===== src/rtl/clle_ram.sv =====
// Generic single-write, single-read RAM with registered read data.
// No dependencies; used for the link and value stores.
module clle_ram #(
  parameter int WIDTH = 8,
  parameter int DEPTH = 256,
  localparam int AW = $clog2(DEPTH)
) (
  input  logic             clk,
  input  logic             we,
  input  logic [AW-1:0]    waddr,
  input  logic [WIDTH-1:0] wdata,
  input  logic             re,
  input  logic [AW-1:0]    raddr,
  output logic [WIDTH-1:0] rdata
);

  logic [WIDTH-1:0] mem [DEPTH];

  always_ff @(posedge clk) begin
    if (we) begin
      mem[waddr] <= wdata;
    end
  end

  always_ff @(posedge clk) begin
    if (re) begin
      rdata <= mem[raddr];
    end
  end

endmodule


===== config.mk =====
export PLATFORM = sky130hd
export DESIGN_NAME = clle_ram
export DESIGN_NICKNAME = d
export VERILOG_FILES = /design/src/rtl/clle_ram.sv
export SDC_FILE = /design/constraint.sdc
export NUM_CORES = 2
export LEC_CHECK = 0
export BUFFER_PORTS_ARGS = -buffer_cell sky130_fd_sc_hd__clkbuf_2
export CORE_ASPECT_RATIO = 0.8
export CORE_MARGIN = 1
export CORE_UTILIZATION = 40
export CTS_BUF_LIST = sky130_fd_sc_hd__clkbuf_8 sky130_fd_sc_hd__clkbuf_16
export CTS_CLUSTER_SIZE = 25
export DETAILED_ROUTE_END_ITERATION = 16
export PLACE_DENSITY = 0.54
export SYNTH_ARGS = -nofsm -noshare
export SYNTH_HDL_FRONTEND = slang
export SYNTH_SLANG_ARGS = --single-unit

===== constraint.sdc =====
create_clock -name clk -period 3.45 [get_ports clk]
set_clock_uncertainty 0.2 [all_clocks]
set_input_delay 0.69 -clock clk [delete_from_list [all_inputs] [get_ports clk]]
set_output_delay 0.69 -clock clk [all_outputs]
set_load 0.005 [all_outputs]

==> out/qor.txt <==
CP Max Fanout = 19
die footprint = 201000 µm²
global-route wire length before repair = 304000 µm
Worst-Margin Slew = 1.02 ns
Final min period = 3.24 ns
worst setup margin = 0.207 ns
final net count = 4408
number of distinct library cells after synthesis = 54
setup repair bufs after CTS = 0
top_reg_cell synth = edfxtp_1
dpl cell area = 87500 µm²
sequential element share of the synthesized area = 77.5%
DR WL/cell = 29.6 µm
CTS resizes = 0
largest net degree at the start of global routing = 106
unrepaired setup endpoints after global routing = no
worst skew pair latency = 0.83 ns
clock buffer depth = 3
antenna violations before repair = 13
CP max-delay cell = nor4_1
floorplan die width = 501 µm
synthesis-to-finish area growth = 17.7%
Hold Fails Final Rpt = 0
Synth Warn # = 0
Crit. End Element = register
grt ovf = 0
Clk pin slew, worst setup/hold paths = 0.06 ns
startpoint types = primary input
CTS root buf = clkbuf_16
end of the worst hold path = mem[68][4]
Max VDD drop = 517 µV
max-slew violations = 0
xor and xnor area share after synthesis = 0%
io pins = 35
pre-CTS setup slack = -0.725 ns
Die Ht = 401 µm
Syn Area/Cell = 21.3 µm²
post-synthesis mux area share = 14.6%
CTS tree = yes
Initial DRC Count = 5161
drt drc = 0
Post-Route WL = 214000 µm
gr usage total = 21.3%
Worst Reg2Reg Path Length in Cells = 7
post-synthesis adder-cell area fraction = 0%
Final ANT Viol Nets = 0
P_leak = 30.2 nW
worst path arrival time = 3.58 ns
DR vias/cell = 5.65
Clock Sinks = 2056
simple-gate area share of the yosys netlist = 2.63%
hold buffers post-CTS = 0
reg-to-reg critical path startpoint = mem[80][5]
status = finished clean
CP dominant cell by count = buf_4
Cell Rows = 146
Syn Inst Count = 3733
Compound-Gate Fraction of Synth Area = 3.42%
Required @ worst endpoint = 3.79 ns
Initial Utilization = 40.3%
fmax = 0.308 GHz
mapped cell area = 79600 µm²
vias in the first global route = 40.2k
layout cells sized above 1 = 31.4%
register bit total from synthesis = 2056
fin crit share = 94.0%
Design Area, Final = 93700 µm²
Hold Crit Depth = 1
largest family of logic cells by synthesized area = multiplexers
Post-synth EDFFs = 2056
Worst R2R End = rdata[5]
port bufs = 34
MaxCap Viol Count = 0
syn_nets = 3760
critical path, cell by cell = buf_8 -> buf_12 -> buf_4 -> mux4_2 -> a22oi_1 -> a21oi_1 -> buf_4 -> nor4_1 -> buf_4 -> nor4_2
FFs w/ async S/R, synth = 0%
worst rel slew slack = 32.2%
critical path class = primary input to register
min-delay src = wdata[4]
min-delay worst type = primary input to register
H-tree levels = 4
core footprint = 198000 µm²
reg-to-reg slack, setup = 0.39 ns
PwrDens = 549 nW/µm²
slowest cell delay on critical path = 0.64 ns
Via Count = 40.7k
Setup-failing EPs final = 0
Placer Congestion = 0.854
Layout Utilization = 47.4%
DRT Pass-1 Iters = 6
total CTS buffers = 196
dpl hpwl = 140000 µm
-- placed cells by master (no fill, tap or decap), types with 28 or more instances in the layout --
cell       Yosys  routed
nand3_1       34      34
buf_4         27     590
edfxtp_1    2056    2056
clkinv_2       0      34
mux2i_1      134     134
clkinv_1       1      47
buf_12         8      61
nor2b_1       31      28
a22oi_1      133     133
o22ai_1       28      28
clkbuf_16      0     198
a21oi_1       96      96
inv_1          1      45
mux4_2       454     454
nand2_1       33      33
o221ai_1      46      46
nor2_1       282     279
-- area by class of cell --
cell class | instances | area, µm²
fillers | 16400 | 104000
flip-flops and latches | 2056 | 61700
multi-input cells | 1442 | 16500
repair buffers | 683 | 5910
clock buffers | 198 | 4950
well taps | 2664 | 3330
clock inverters | 160 | 1290
diodes | 4 | 10.0
inverters | 2 | 7.51
-- cell usage after synthesis (13+ instances only) --
cell type	instances	area [µm²]
a211oi_1	16	120
a21oi_1	96	480
a221oi_1	13	114
a22oi_1	133	998
buf_1	22	82.6
buf_2	31	155
buf_4	27	203
buf_6	21	236
buf_8	13	195
clkbuf_1	111	417
edfxtp_1	2056	61700
mux2i_1	134	1340
mux4_2	454	10200
nand2_1	33	124
nand3_1	34	170
nor2_1	282	1060
nor2b_1	31	194
nor3_1	22	110
nor4_1	24	150
o221ai_1	46	403
o22ai_1	28	175
-- worst max-delay path by stage --
stage                   from  endpoint  slack, ns  cells after the start
floorplan           raddr[0]  rdata[2]       0.48                      9
CTS                 raddr[0]  rdata[6]       0.15                     10
global route        raddr[0]  rdata[6]       0.14                     10
global placement    raddr[0]  rdata[6]      -0.67                     10
finish              raddr[0]  rdata[6]       0.21                     10
detailed placement  raddr[0]  rdata[6]      -0.73                     10
-- critical path: cells and delay by family --
| family | cells | cell delay [ns] |
|---|---|---|
| compound gates | 2 | 0.55 |
| mux | 1 | 0.53 |
| simple gates | 2 | 0.68 |
| buf+inv | 5 | 1.10 |
-- where the power goes --
| group | switching (mW) | total (mW) | leakage [nW] | internal, mW |
|---|---|---|---|---|
| clock network | 9.32 | 21.0 | 3.23 | 11.7 |
| logic | 1.76 | 2.87 | 8.53 | 1.12 |
| registers | 0.0398 | 27.6 | 18.5 | 27.5 |
-- state kept, by name, summed over array words and instances, names as in the netlist --
register  cells
rdata         8
mem        2048
-- through the flow --
stage	cells	power (mW)	setup TNS, ns	hold slack, ns
floorplan	3733	29.4	0	0.589
global placement	6847	31.0	-4.18	1.00
detailed placement	6847	31.0	-4.22	1.01
CTS	7205	51.9	0	0.113
global route	7206	52.9	0	0.121
finish	7209	51.5	0	0.134
-- per-layer routing --
layer  vias up  GRT usage [%]  routed length, µm
met2      1636           31.0              94900
li1      17000              -                  -
met3       244           4.13              17200
met5         -              0                 26
met1     21800           33.4              97900
met4         4           4.00               3600
-- logic make-up (layout without fill, tap and decap cells) --
group / after synthesis / after routing
DFF: 2056 / 2056
muxes: 591 / 591
and+or+nand+nor: 466 / 466
AOI/OAI and AO/OA: 385 / 385
buffers and inverters: 235 / 1043
other: 0 / 4
Note: power is estimated with default switching activity, not from simulation.
